File: src/hw/rtl/esd_pkg.sv
`default_nettype none

package esd_pkg;

    // Field widths of the words on both channels.
    localparam int unsigned STAMP_W = 32;
    localparam int unsigned YEAR_W  = 12;
    localparam int unsigned MONTH_W = 4;
    localparam int unsigned DAY_W   = 5;
    localparam int unsigned HOUR_W  = 5;
    localparam int unsigned MIN_W   = 6;
    localparam int unsigned SEC_W   = 6;

    // Internal widths: whole days since the epoch, day of the year, year offset.
    localparam int unsigned DAYS_W  = 16;
    localparam int unsigned YDAY_W  = 9;
    localparam int unsigned YOFS_W  = 8;
    localparam int unsigned LEAPS_W = 6;

    // Reciprocals for exact division by constants over the full input range.
    // (x >> 2) / 15 for a 30-bit value, shift 35.
    localparam logic [31:0] RECIP_15_HI = 32'd2290649225;
    // (x >> 2) / 15 for a 25-bit value, shift 29.
    localparam logic [25:0] RECIP_15_LO = 26'd35791395;
    // (x >> 3) / 3 for an 18-bit value, shift 20.
    localparam logic [18:0] RECIP_3     = 19'd349526;
    // x / 1461, x / 366 and x / 365 for 16-bit values, shifts 27, 25, 25.
    localparam logic [16:0] RECIP_1461  = 17'd91868;
    localparam logic [16:0] RECIP_366   = 17'd91679;
    localparam logic [16:0] RECIP_365   = 17'd91930;

    localparam logic [DAYS_W-1:0]  DAYS_COMMON = 16'd365;
    localparam logic [DAYS_W-1:0]  DAYS_QUAD   = 16'd1461;
    localparam logic [DAYS_W-1:0]  QUAD_LAST   = 16'd1460;
    localparam logic [YEAR_W-1:0]  BASE_YEAR   = 12'd1970;
    localparam logic [1:0]         LEAP_PHASE  = 2'd2;
    localparam logic [YDAY_W-1:0]  LEAP_DAY    = 9'd60;
    localparam logic [MONTH_W-1:0] MONTH_FEB   = 4'd2;
    localparam logic [MONTH_W-1:0] MONTH_DEC   = 4'd12;
    localparam logic [DAY_W-1:0]   DAY_FEB_29  = 5'd29;
    localparam logic [DAY_W-1:0]   DAY_DEC_31  = 5'd31;
    localparam logic [SEC_W-1:0]   SECS_MIN    = 6'd60;
    localparam logic [HOUR_W-1:0]  HOURS_DAY   = 5'd24;

    // Day of the year before the first of each month in a common year.
    localparam logic [YDAY_W-1:0] MONTH_START [12] = '{
        9'd0,   9'd31,  9'd59,  9'd90,  9'd120, 9'd151,
        9'd181, 9'd212, 9'd243, 9'd273, 9'd304, 9'd334
    };

    // Day count and time of day between the two halves of the pipeline.
    typedef struct packed {
        logic [DAYS_W-1:0] days;
        logic [HOUR_W-1:0] hour;
        logic [MIN_W-1:0]  minute;
        logic [SEC_W-1:0]  second;
    } day_time_t;

    // Complete calendar result.
    typedef struct packed {
        logic [YEAR_W-1:0]  year;
        logic [MONTH_W-1:0] month;
        logic [DAY_W-1:0]   day;
        logic [HOUR_W-1:0]  hour;
        logic [MIN_W-1:0]   minute;
        logic [SEC_W-1:0]   second;
    } date_t;

endpackage

`default_nettype wire

File: src/hw/rtl/esd_stamp_if.sv
`default_nettype none

interface esd_stamp_if;

    logic                        valid;
    logic                        ready;
    logic [esd_pkg::STAMP_W-1:0] epoch_seconds;

    modport source (output valid, output epoch_seconds, input ready);
    modport sink (input valid, input epoch_seconds, output ready);

endinterface

`default_nettype wire

File: src/hw/rtl/esd_date_if.sv
`default_nettype none

interface esd_date_if;

    logic                        valid;
    logic                        ready;
    logic [esd_pkg::YEAR_W-1:0]  cal_year;
    logic [esd_pkg::MONTH_W-1:0] cal_month;
    logic [esd_pkg::DAY_W-1:0]   day_of_month;
    logic [esd_pkg::HOUR_W-1:0]  hour_of_day;
    logic [esd_pkg::MIN_W-1:0]   minute_of_hour;
    logic [esd_pkg::SEC_W-1:0]   second_of_minute;

    modport source (
        output valid, output cal_year, output cal_month, output day_of_month,
        output hour_of_day, output minute_of_hour, output second_of_minute,
        input ready
    );
    modport sink (
        input valid, input cal_year, input cal_month, input day_of_month,
        input hour_of_day, input minute_of_hour, input second_of_minute,
        output ready
    );

endinterface

`default_nettype wire

File: src/hw/rtl/esd_time_split.sv
`default_nettype none

module esd_time_split (
    input  wire logic                        clk,
    input  wire logic                        rst_n,
    input  wire logic                        in_valid,
    output logic                             in_ready,
    input  wire logic [esd_pkg::STAMP_W-1:0] epoch_seconds,
    output logic                             out_valid,
    input  wire logic                        out_ready,
    output esd_pkg::day_time_t               out_time
);

    // Stage registers.
    logic                      v1_reg, v2_reg, v3_reg;
    logic [26:0]               q1_reg;
    logic [5:0]                lo1_reg;
    logic [20:0]               q2_reg;
    logic [5:0]                lo2_reg;
    logic [esd_pkg::SEC_W-1:0] sec2_reg;
    esd_pkg::day_time_t        t3_reg;

    logic rdy1, rdy2, rdy3;

    logic [61:0]                prod1;
    logic [26:0]                q1_next;
    logic [11:0]                m60_a;
    logic [esd_pkg::SEC_W-1:0]  sec2_next;
    logic [50:0]                prod2;
    logic [20:0]                q2_next;
    logic [11:0]                m60_b;
    logic [36:0]                prod3;
    logic [esd_pkg::DAYS_W-1:0] days_next;
    logic [esd_pkg::HOUR_W-1:0] d24_low;
    esd_pkg::day_time_t         t3_next;

    // A stage takes a new word when it is empty or its word moves on.
    assign rdy3     = !v3_reg || out_ready;
    assign rdy2     = !v2_reg || rdy3;
    assign rdy1     = !v1_reg || rdy2;
    assign in_ready = rdy1;

    // Stage 1: whole minutes, t / 60 taken as (t / 4) / 15.
    assign prod1   = 62'(epoch_seconds[31:2]) * 62'(esd_pkg::RECIP_15_HI);
    assign q1_next = prod1[61:35];

    // Stage 2: seconds from the low bits, then whole hours.
    assign m60_a     = 12'(q1_reg[5:0]) * 12'(esd_pkg::SECS_MIN);
    assign sec2_next = lo1_reg - m60_a[5:0];
    assign prod2     = 51'(q1_reg[26:2]) * 51'(esd_pkg::RECIP_15_LO);
    assign q2_next   = prod2[49:29];

    // Stage 3: minutes, whole days as (hours / 8) / 3, and the hour of the day.
    assign m60_b     = 12'(q2_reg[5:0]) * 12'(esd_pkg::SECS_MIN);
    assign prod3     = 37'(q2_reg[20:3]) * 37'(esd_pkg::RECIP_3);
    assign days_next = prod3[35:20];
    assign d24_low   = {days_next[0], 4'b0000} + {days_next[1:0], 3'b000};

    always_comb
    begin
        t3_next.days   = days_next;
        t3_next.hour   = q2_reg[4:0] - d24_low;
        t3_next.minute = lo2_reg - m60_b[5:0];
        t3_next.second = sec2_reg;
    end

    // Valid bits travel with the data.
    always_ff @(posedge clk or negedge rst_n)
    begin
        if (!rst_n)
        begin
            v1_reg <= 1'b0;
            v2_reg <= 1'b0;
            v3_reg <= 1'b0;
        end
        else
        begin
            if (rdy1)
            begin
                v1_reg <= in_valid;
            end
            if (rdy2)
            begin
                v2_reg <= v1_reg;
            end
            if (rdy3)
            begin
                v3_reg <= v2_reg;
            end
        end
    end

    // Payload registers follow their stage's enable.
    always_ff @(posedge clk)
    begin
        if (rdy1)
        begin
            q1_reg  <= q1_next;
            lo1_reg <= epoch_seconds[5:0];
        end
        if (rdy2)
        begin
            q2_reg   <= q2_next;
            lo2_reg  <= q1_reg[5:0];
            sec2_reg <= sec2_next;
        end
        if (rdy3)
        begin
            t3_reg <= t3_next;
        end
    end

    assign out_valid = v3_reg;
    assign out_time  = t3_reg;

    // The remainders of the three divisions stay inside their ranges.
    a_hour_range : assert property (@(posedge clk) disable iff (!rst_n)
        out_valid |-> (out_time.hour < esd_pkg::HOURS_DAY))
        else $error("hour of day out of range");

    a_min_sec_range : assert property (@(posedge clk) disable iff (!rst_n)
        out_valid |-> (out_time.minute < esd_pkg::SECS_MIN &&
                       out_time.second < esd_pkg::SECS_MIN))
        else $error("minute or second out of range");

endmodule

`default_nettype wire

File: src/hw/rtl/esd_date_split.sv
`default_nettype none

module esd_date_split (
    input  wire logic               clk,
    input  wire logic               rst_n,
    input  wire logic               in_valid,
    output logic                    in_ready,
    input  wire esd_pkg::day_time_t in_time,
    output logic                    out_valid,
    input  wire logic               out_ready,
    output esd_pkg::date_t          out_date
);

    typedef struct packed {
        logic [esd_pkg::HOUR_W-1:0] hour;
        logic [esd_pkg::MIN_W-1:0]  minute;
        logic [esd_pkg::SEC_W-1:0]  second;
    } hms_t;

    logic v4_reg, v5_reg, v6_reg, v7_reg;
    logic rdy4, rdy5, rdy6, rdy7;

    // Stage 4 registers.
    logic [esd_pkg::DAYS_W-1:0]  d4_reg;
    logic [esd_pkg::LEAPS_W-1:0] leaps4_reg;
    logic [esd_pkg::YOFS_W-1:0]  y366_4_reg;
    hms_t                        hms4_reg;

    // Stage 5 registers.
    logic                        special5_reg;
    logic [esd_pkg::DAYS_W-1:0]  days2_5_reg;
    logic [esd_pkg::YOFS_W-1:0]  yq5_reg;
    logic [esd_pkg::YOFS_W-1:0]  y366_5_reg;
    hms_t                        hms5_reg;

    // Stage 6 registers.
    logic                        special6_reg;
    logic                        leapday6_reg;
    logic [esd_pkg::YEAR_W-1:0]  year6_reg;
    logic [esd_pkg::YDAY_W-1:0]  yday6_reg;
    hms_t                        hms6_reg;

    // Stage 7 is the output register.
    esd_pkg::date_t              date7_reg;

    logic [esd_pkg::DAYS_W-1:0]  dp4;
    logic [32:0]                 prod_leaps;
    logic [32:0]                 prod_y366;
    logic [esd_pkg::DAYS_W-1:0]  dp5;
    logic [esd_pkg::DAYS_W-1:0]  quad_base;
    logic [esd_pkg::DAYS_W-1:0]  quad_rem;
    logic [esd_pkg::DAYS_W-1:0]  days2_next;
    logic [32:0]                 prod_year;
    logic [esd_pkg::DAYS_W-1:0]  year_base;
    logic [esd_pkg::DAYS_W-1:0]  yday_full;
    logic [esd_pkg::YDAY_W-1:0]  yday0;
    logic                        leap6;
    logic [esd_pkg::YDAY_W-1:0]  yday6_next;
    logic [esd_pkg::YOFS_W-1:0]  yofs6;
    logic [esd_pkg::MONTH_W-1:0] mon_idx;
    logic [esd_pkg::YDAY_W-1:0]  mday_full;
    esd_pkg::date_t              date7_next;

    assign rdy7     = !v7_reg || out_ready;
    assign rdy6     = !v6_reg || rdy7;
    assign rdy5     = !v5_reg || rdy6;
    assign rdy4     = !v4_reg || rdy5;
    assign in_ready = rdy4;

    // Stage 4: leap days passed, and the year offset counted in 366-day years.
    assign dp4        = in_time.days + esd_pkg::DAYS_COMMON;
    assign prod_leaps = 33'(dp4) * 33'(esd_pkg::RECIP_1461);
    assign prod_y366  = 33'(in_time.days) * 33'(esd_pkg::RECIP_366);

    // Stage 5: spot the last day of a leap year, remove leap days, find the year.
    assign dp5        = d4_reg + esd_pkg::DAYS_COMMON;
    assign quad_base  = 16'(leaps4_reg) * esd_pkg::DAYS_QUAD;
    assign quad_rem   = dp5 - quad_base;
    assign days2_next = d4_reg - 16'(leaps4_reg);
    assign prod_year  = 33'(days2_next) * 33'(esd_pkg::RECIP_365);

    // Stage 6: year and day of the year, with the leap-year shift after 29 February.
    assign year_base = 16'(yq5_reg) * esd_pkg::DAYS_COMMON;
    assign yday_full = days2_5_reg - year_base + 16'd1;
    assign yday0     = yday_full[esd_pkg::YDAY_W-1:0];
    assign leap6     = (yq5_reg[1:0] == esd_pkg::LEAP_PHASE);
    assign yofs6     = special5_reg ? y366_5_reg : yq5_reg;

    always_comb
    begin
        if (leap6 && yday0 > esd_pkg::LEAP_DAY)
        begin
            yday6_next = yday0 - 9'd1;
        end
        else
        begin
            yday6_next = yday0;
        end
    end

    // Stage 7: month from the table of month starts, then the special dates.
    always_comb
    begin
        mon_idx = '0;
        for (int k = 1; k < 12; k++)
        begin
            if (yday6_reg > esd_pkg::MONTH_START[k])
            begin
                mon_idx = mon_idx + 4'd1;
            end
        end
    end

    assign mday_full = yday6_reg - esd_pkg::MONTH_START[mon_idx];

    always_comb
    begin
        date7_next.year   = year6_reg;
        date7_next.hour   = hms6_reg.hour;
        date7_next.minute = hms6_reg.minute;
        date7_next.second = hms6_reg.second;
        priority if (special6_reg)
        begin
            date7_next.month = esd_pkg::MONTH_DEC;
            date7_next.day   = esd_pkg::DAY_DEC_31;
        end
        else if (leapday6_reg)
        begin
            date7_next.month = esd_pkg::MONTH_FEB;
            date7_next.day   = esd_pkg::DAY_FEB_29;
        end
        else
        begin
            date7_next.month = mon_idx + 4'd1;
            date7_next.day   = mday_full[esd_pkg::DAY_W-1:0];
        end
    end

    // Valid bits travel with the data.
    always_ff @(posedge clk or negedge rst_n)
    begin
        if (!rst_n)
        begin
            v4_reg <= 1'b0;
            v5_reg <= 1'b0;
            v6_reg <= 1'b0;
            v7_reg <= 1'b0;
        end
        else
        begin
            if (rdy4)
            begin
                v4_reg <= in_valid;
            end
            if (rdy5)
            begin
                v5_reg <= v4_reg;
            end
            if (rdy6)
            begin
                v6_reg <= v5_reg;
            end
            if (rdy7)
            begin
                v7_reg <= v6_reg;
            end
        end
    end

    // Payload registers follow their stage's enable.
    always_ff @(posedge clk)
    begin
        if (rdy4)
        begin
            d4_reg          <= in_time.days;
            leaps4_reg      <= prod_leaps[32:27];
            y366_4_reg      <= prod_y366[32:25];
            hms4_reg.hour   <= in_time.hour;
            hms4_reg.minute <= in_time.minute;
            hms4_reg.second <= in_time.second;
        end
        if (rdy5)
        begin
            special5_reg <= (quad_rem == esd_pkg::QUAD_LAST);
            days2_5_reg  <= days2_next;
            yq5_reg      <= prod_year[32:25];
            y366_5_reg   <= y366_4_reg;
            hms5_reg     <= hms4_reg;
        end
        if (rdy6)
        begin
            special6_reg <= special5_reg;
            leapday6_reg <= leap6 && (yday0 == esd_pkg::LEAP_DAY);
            year6_reg    <= esd_pkg::BASE_YEAR + 12'(yofs6);
            yday6_reg    <= yday6_next;
            hms6_reg     <= hms5_reg;
        end
        if (rdy7)
        begin
            date7_reg <= date7_next;
        end
    end

    assign out_valid = v7_reg;
    assign out_date  = date7_reg;

    // The last day of a four-year cycle always falls in a leap year.
    a_special_leap : assert property (@(posedge clk) disable iff (!rst_n)
        (v6_reg && special6_reg) |-> (year6_reg[1:0] == 2'b00))
        else $error("year-end special case outside a leap year");

    // A word in the output register holds a real calendar date.
    a_date_range : assert property (@(posedge clk) disable iff (!rst_n)
        out_valid |-> (out_date.month >= 4'd1 && out_date.month <= esd_pkg::MONTH_DEC &&
                       out_date.day >= 5'd1 && out_date.year >= esd_pkg::BASE_YEAR))
        else $error("calendar date out of range");

endmodule

`default_nettype wire

File: src/hw/rtl/epoch_seconds_to_date.sv
`default_nettype none

// Converts a 32-bit count of seconds since 1970-01-01 00:00:00 UTC into calendar
// year, month, day, hour, minute and second. Every fourth year counts as a leap
// year, so dates are right from 1970 through 2099 and follow the four-year rule
// beyond that up to 2106. The converter is a seven-stage pipeline: it accepts one
// word every clock cycle while back-pressure does not hold it. It is built from a
// chain of constant-reciprocal multipliers (three for the time of day, three for
// the year) and the month lookup, which has a stage of its own.
// Back-pressure on the output stalls the pipeline without loss; empty stages
// still fill while the output waits.
module epoch_seconds_to_date (
    input  wire logic   clk,
    input  wire logic   rst_n,
    esd_stamp_if.sink   stamp,
    esd_date_if.source  date
);

    logic               mid_valid;
    logic               mid_ready;
    esd_pkg::day_time_t mid_time;
    esd_pkg::date_t     result;

    // Seconds into whole days and time of day.
    esd_time_split u_time_split (
        .clk           (clk),
        .rst_n         (rst_n),
        .in_valid      (stamp.valid),
        .in_ready      (stamp.ready),
        .epoch_seconds (stamp.epoch_seconds),
        .out_valid     (mid_valid),
        .out_ready     (mid_ready),
        .out_time      (mid_time)
    );

    // Whole days into year, month and day.
    esd_date_split u_date_split (
        .clk       (clk),
        .rst_n     (rst_n),
        .in_valid  (mid_valid),
        .in_ready  (mid_ready),
        .in_time   (mid_time),
        .out_valid (date.valid),
        .out_ready (date.ready),
        .out_date  (result)
    );

    assign date.cal_year         = result.year;
    assign date.cal_month        = result.month;
    assign date.day_of_month     = result.day;
    assign date.hour_of_day      = result.hour;
    assign date.minute_of_hour   = result.minute;
    assign date.second_of_minute = result.second;

endmodule

`default_nettype wire
File: src/flat_wrapper.sv
// flat-port wrapper written by rule: the top's interface ports become plain ports
module epoch_seconds_to_date_flat 
  (clk, rst_n, stamp_valid, stamp_epoch_seconds, stamp_ready, date_valid, date_cal_year, date_cal_month, date_day_of_month, date_hour_of_day, date_minute_of_hour, date_second_of_minute, date_ready);
  esd_stamp_if stamp_i ();
  esd_date_if date_i ();
  input  wire logic clk;
  input  wire logic rst_n;
  input wire logic [$bits(stamp_i.valid)-1:0] stamp_valid;
  input wire logic [$bits(stamp_i.epoch_seconds)-1:0] stamp_epoch_seconds;
  output wire logic [$bits(stamp_i.ready)-1:0] stamp_ready;
  output wire logic [$bits(date_i.valid)-1:0] date_valid;
  output wire logic [$bits(date_i.cal_year)-1:0] date_cal_year;
  output wire logic [$bits(date_i.cal_month)-1:0] date_cal_month;
  output wire logic [$bits(date_i.day_of_month)-1:0] date_day_of_month;
  output wire logic [$bits(date_i.hour_of_day)-1:0] date_hour_of_day;
  output wire logic [$bits(date_i.minute_of_hour)-1:0] date_minute_of_hour;
  output wire logic [$bits(date_i.second_of_minute)-1:0] date_second_of_minute;
  input wire logic [$bits(date_i.ready)-1:0] date_ready;
  assign stamp_i.valid = stamp_valid;
  assign stamp_i.epoch_seconds = stamp_epoch_seconds;
  assign stamp_ready = stamp_i.ready;
  assign date_valid = date_i.valid;
  assign date_cal_year = date_i.cal_year;
  assign date_cal_month = date_i.cal_month;
  assign date_day_of_month = date_i.day_of_month;
  assign date_hour_of_day = date_i.hour_of_day;
  assign date_minute_of_hour = date_i.minute_of_hour;
  assign date_second_of_minute = date_i.second_of_minute;
  assign date_i.ready = date_ready;
  epoch_seconds_to_date u_core (.clk(clk), .rst_n(rst_n), .stamp(stamp_i), .date(date_i));
endmodule
File: config.mk
export PLATFORM = sky130hd
export DESIGN_NAME = epoch_seconds_to_date_flat
export DESIGN_NICKNAME = d
export VERILOG_FILES = /design/src/hw/rtl/esd_pkg.sv /design/src/hw/rtl/esd_stamp_if.sv /design/src/hw/rtl/esd_date_if.sv /design/src/hw/rtl/esd_time_split.sv /design/src/hw/rtl/esd_date_split.sv /design/src/hw/rtl/epoch_seconds_to_date.sv /design/src/flat_wrapper.sv
export SDC_FILE = /design/constraint.sdc
export NUM_CORES = 2
export LEC_CHECK = 0
export BUFFER_PORTS_ARGS = -buffer_cell sky130_fd_sc_hd__buf_2
export CAP_MARGIN = 40
export CORE_ASPECT_RATIO = 0.6
export CORE_MARGIN = 2
export CORE_UTILIZATION = 53
export CTS_CLUSTER_DIAMETER = 60
export DETAILED_ROUTE_END_ITERATION = 10
export GPL_TIMING_DRIVEN = 0
export PLACE_DENSITY = 0.78
export SYNTH_ARGS = -nofsm -noshare
export SYNTH_HDL_FRONTEND = slang
export SYNTH_SLANG_ARGS = --single-unit
File: constraint.sdc
create_clock -name clk -period 11.15 [get_ports clk]
set_input_delay 3.345 -clock clk [delete_from_list [all_inputs] [get_ports clk]]
set_output_delay 3.345 -clock clk [all_outputs]
set_load 0.01 [all_outputs]
==> run metrics <==
WS Path Type=input port to register; Seq cells post-synth=between 200 and 300; DRT antenna net count=0; die area=89100 µm²; clock-pin slew on the worst setup and hold paths=60 ps; H-tree levels=2; Root Buffer=clkbuf_16; Netlist Area Pre-Place=45900 µm²; via density per instance=5.26; Clock Tree Buf Depth=3; ys async rst share=about 2.6%; TritonCTS clock tree=built; post-place setup slack=227 ps; synth unique cells=78; multi-input logic area=33400 µm²; Slew Limit Fails=0; Max Clock Skew=22.7 ps; final setup fails=0; 1st-iter DRT viols=1618; layout cell share with drive strength beyond 1=4.82%; RD Place Congestion=0.935; vias in the first global route=30500; Post-CTS Setup Inserts=0; Core Box Area=85700 µm²; vias=just under 30000; fin crit period=10510 ps; CTS Hold Bufs=0; FF/Latch Area=between 8000 and 9000 µm²; Clock Sinks=between 200 and 300; synth top area cells=ha_1 31%, fa_1 28%, edfxtp_1 17%; Synth Area per Inst=11.0 µm²; nets=between 6000 and 7000; dpl hpwl=83300 µm; RSZ-0062 raised after global routing=no; Syn-to-layout area delta=7.16%; Largest register FFs=38; I/O pins=76; TritonCTS Buffers=35; Final Cycle Share=between 90% and 100%; critical path fanouts, max=7; antenna diode count=0; DR WL/cell=about 17 µm; Critical Path Start Type=input port; worst path arrival time=approximately 11000 ps; Port Buf Inserts=75; Tightest Pin Transition=919 ps; final hold violation count=0; leading area contributor after synthesis=ha_1; HP Class=register to register; relative slew slack=38.3%; Critical Path Sink Type=register; DRT Pass-1 Iters=5; final core utilization=57.5%; Seq/Total Area, Yosys=between 10% and 20%; initial core utilization=53.6%; clock latency on the worst-skew pair=590 ps; Synth top area share=between 30 and 40%; pin count of the biggest net entering global routing=46; first-pass GRT wire length=about 160000 µm; synthesized netlist cell count=4171; width of the die=slightly below 400 µm; DRC=0; row cnt=83; initial antenna violation count=1; Final WS setup=645 ps; Max Cap Violations=0; EDFF count, synth=267; CP required=11480 ps; highest clock rate=95.2 MHz; YS warnings=0; Total GRT Usage=22.5%; ys flop type=edfxtp_1; status=complete, no violations; Post-CTS Resized=0; Layout fillers=between 6000 and 7000; total congestion overflow=0; Synth Net Count=5987; height of the die=232 µm; drt total wl=~96000 µm
==> synthesized netlist by cell type, types with 21 or more instances <==
cell and instances:
nor2_1 96, o21ai_0 57, a21oi_1 111, nand3_1 32, inv_1 1143, a21o_1 64
edfxtp_1 267, nand2_1 63, o21a_1 21, fa_1 633, ha_1 1147, xnor2_1 129
nor3_1 45, nor2b_1 22, xor2_1 58
==> worst paths after layout <==
check                                                                 from                                          end  slack (ps)  cells after the start
worst max-delay path                                stamp_epoch_seconds[8]     u_core.u_time_split.q1_reg[21]$_DFFE_PP_         640                     24
worst min-delay path            u_core.u_date_split.year6_reg[7]$_DFFE_PP_   u_core.u_date_split.out_date[33]$_DFFE_PP_         410                      0
worst max register to register  u_core.u_time_split.out_time[19]$_DFFE_PP_  u_core.u_date_split.leaps4_reg[5]$_DFFE_PP_        1990                     33
worst min register to register  u_core.u_date_split.year6_reg[7]$_DFFE_PP_   u_core.u_date_split.out_date[33]$_DFFE_PP_         410                      0
max in group asynchronous                                            rst_n       u_core.u_time_split.v1_reg$_DFFE_PN0P_        8230                      1
min in group asynchronous                                            rst_n    u_core.u_date_split.out_valid$_DFFE_PN0P_        2670                      1
==> layout by cell type (no fill, tap or decap), types with 8 or more instances in the layout <==
cell type	netlist	layout
edfxtp_1	267	267
xor2_1	58	57
buf_4	0	13
o21ai_0	57	57
nand2b_1	18	18
and2_1	9	9
nor4_1	9	9
nand2_1	63	61
a211oi_1	11	11
a21oi_1	111	111
nor2_1	96	96
clkbuf_1	6	8
buf_2	5	80
o21a_1	21	21
and3_1	14	14
nand4_1	17	17
ha_1	1147	1147
xnor2_1	129	129
a21o_1	64	64
o21bai_1	18	18
or3_1	10	10
fa_1	633	633
mux2i_1	12	12
o211ai_1	11	11
inv_1	1143	1141
a31oi_1	8	8
nor2b_1	22	22
clkbuf_16	0	36
nor3_1	45	45
or2_2	17	17
nand3_1	32	30
==> area by class of cell <==
type / instances / share of cell area [%]
plain buffers: 13 / 0.127
clock buffers: 38 / 1.85
clock inverters: 26 / 0.524
inverters: 1143 / 8.72
multi-input cells: 2741 / 67.9
flip-flops and latches: 274 / 16.6
well taps: 1147 / 2.92
repair buffers: 101 / 1.33
==> per-layer routing <==
metal / wire [µm] / global-route usage [%]
met1: 46300 / 33.3
met2: 39800 / 33.4
met3: 7910 / 5.77
met5: 19 / 0
met4: 1760 / 4.30
==> logic make-up after synthesis <==
group / count (synthesis) / share of synthesized area (%)
flops: 274 / 17.8
buf+inv: 1156 / 9.48
compound gates: 376 / 5.46
fa+ha+maj: 1780 / 58.8
simple gates: 376 / 4.18
xor+xnor: 194 / 3.87
mux: 15 / 0.343
==> critical path, stage by stage <==
cell and delay, ps:
buf_2 150, ha_1 340, ha_1 330, inv_1 110, fa_1 580, inv_1 140, fa_1 560, inv_1 50
fa_1 500, inv_1 50, fa_1 390, ha_1 290, ha_1 280, and3_1 180, a221oi_1 520, o21ai_0 220
a21oi_1 290, o211ai_1 230, a211oi_1 550, a21oi_1 270, o21a_1 340, o31a_1 330, or4b_2 620, o211a_1 140
==> metrics by stage <==
| stage | hold WS (ps) | cell area (µm²) | TNS [ps] | cells |
|---|---|---|---|---|
| 6_report | 406 | 49200 | 0 | 5483 |
| 5_1_grt | 411 | 49200 | 0 | 5483 |
| 4_1_cts | 413 | 49200 | 0 | 5480 |
| 3_5_place_dp | 405 | 48000 | 0 | 5416 |
| 3_3_place_gp | 402 | 47700 | -1280 | 5393 |
| 2_1_floorplan | 400 | 45900 | 0 | 4171 |
Power is not shown: default switching activity piles up to over one toggle a cycle in this logic, so the estimate is an artifact.
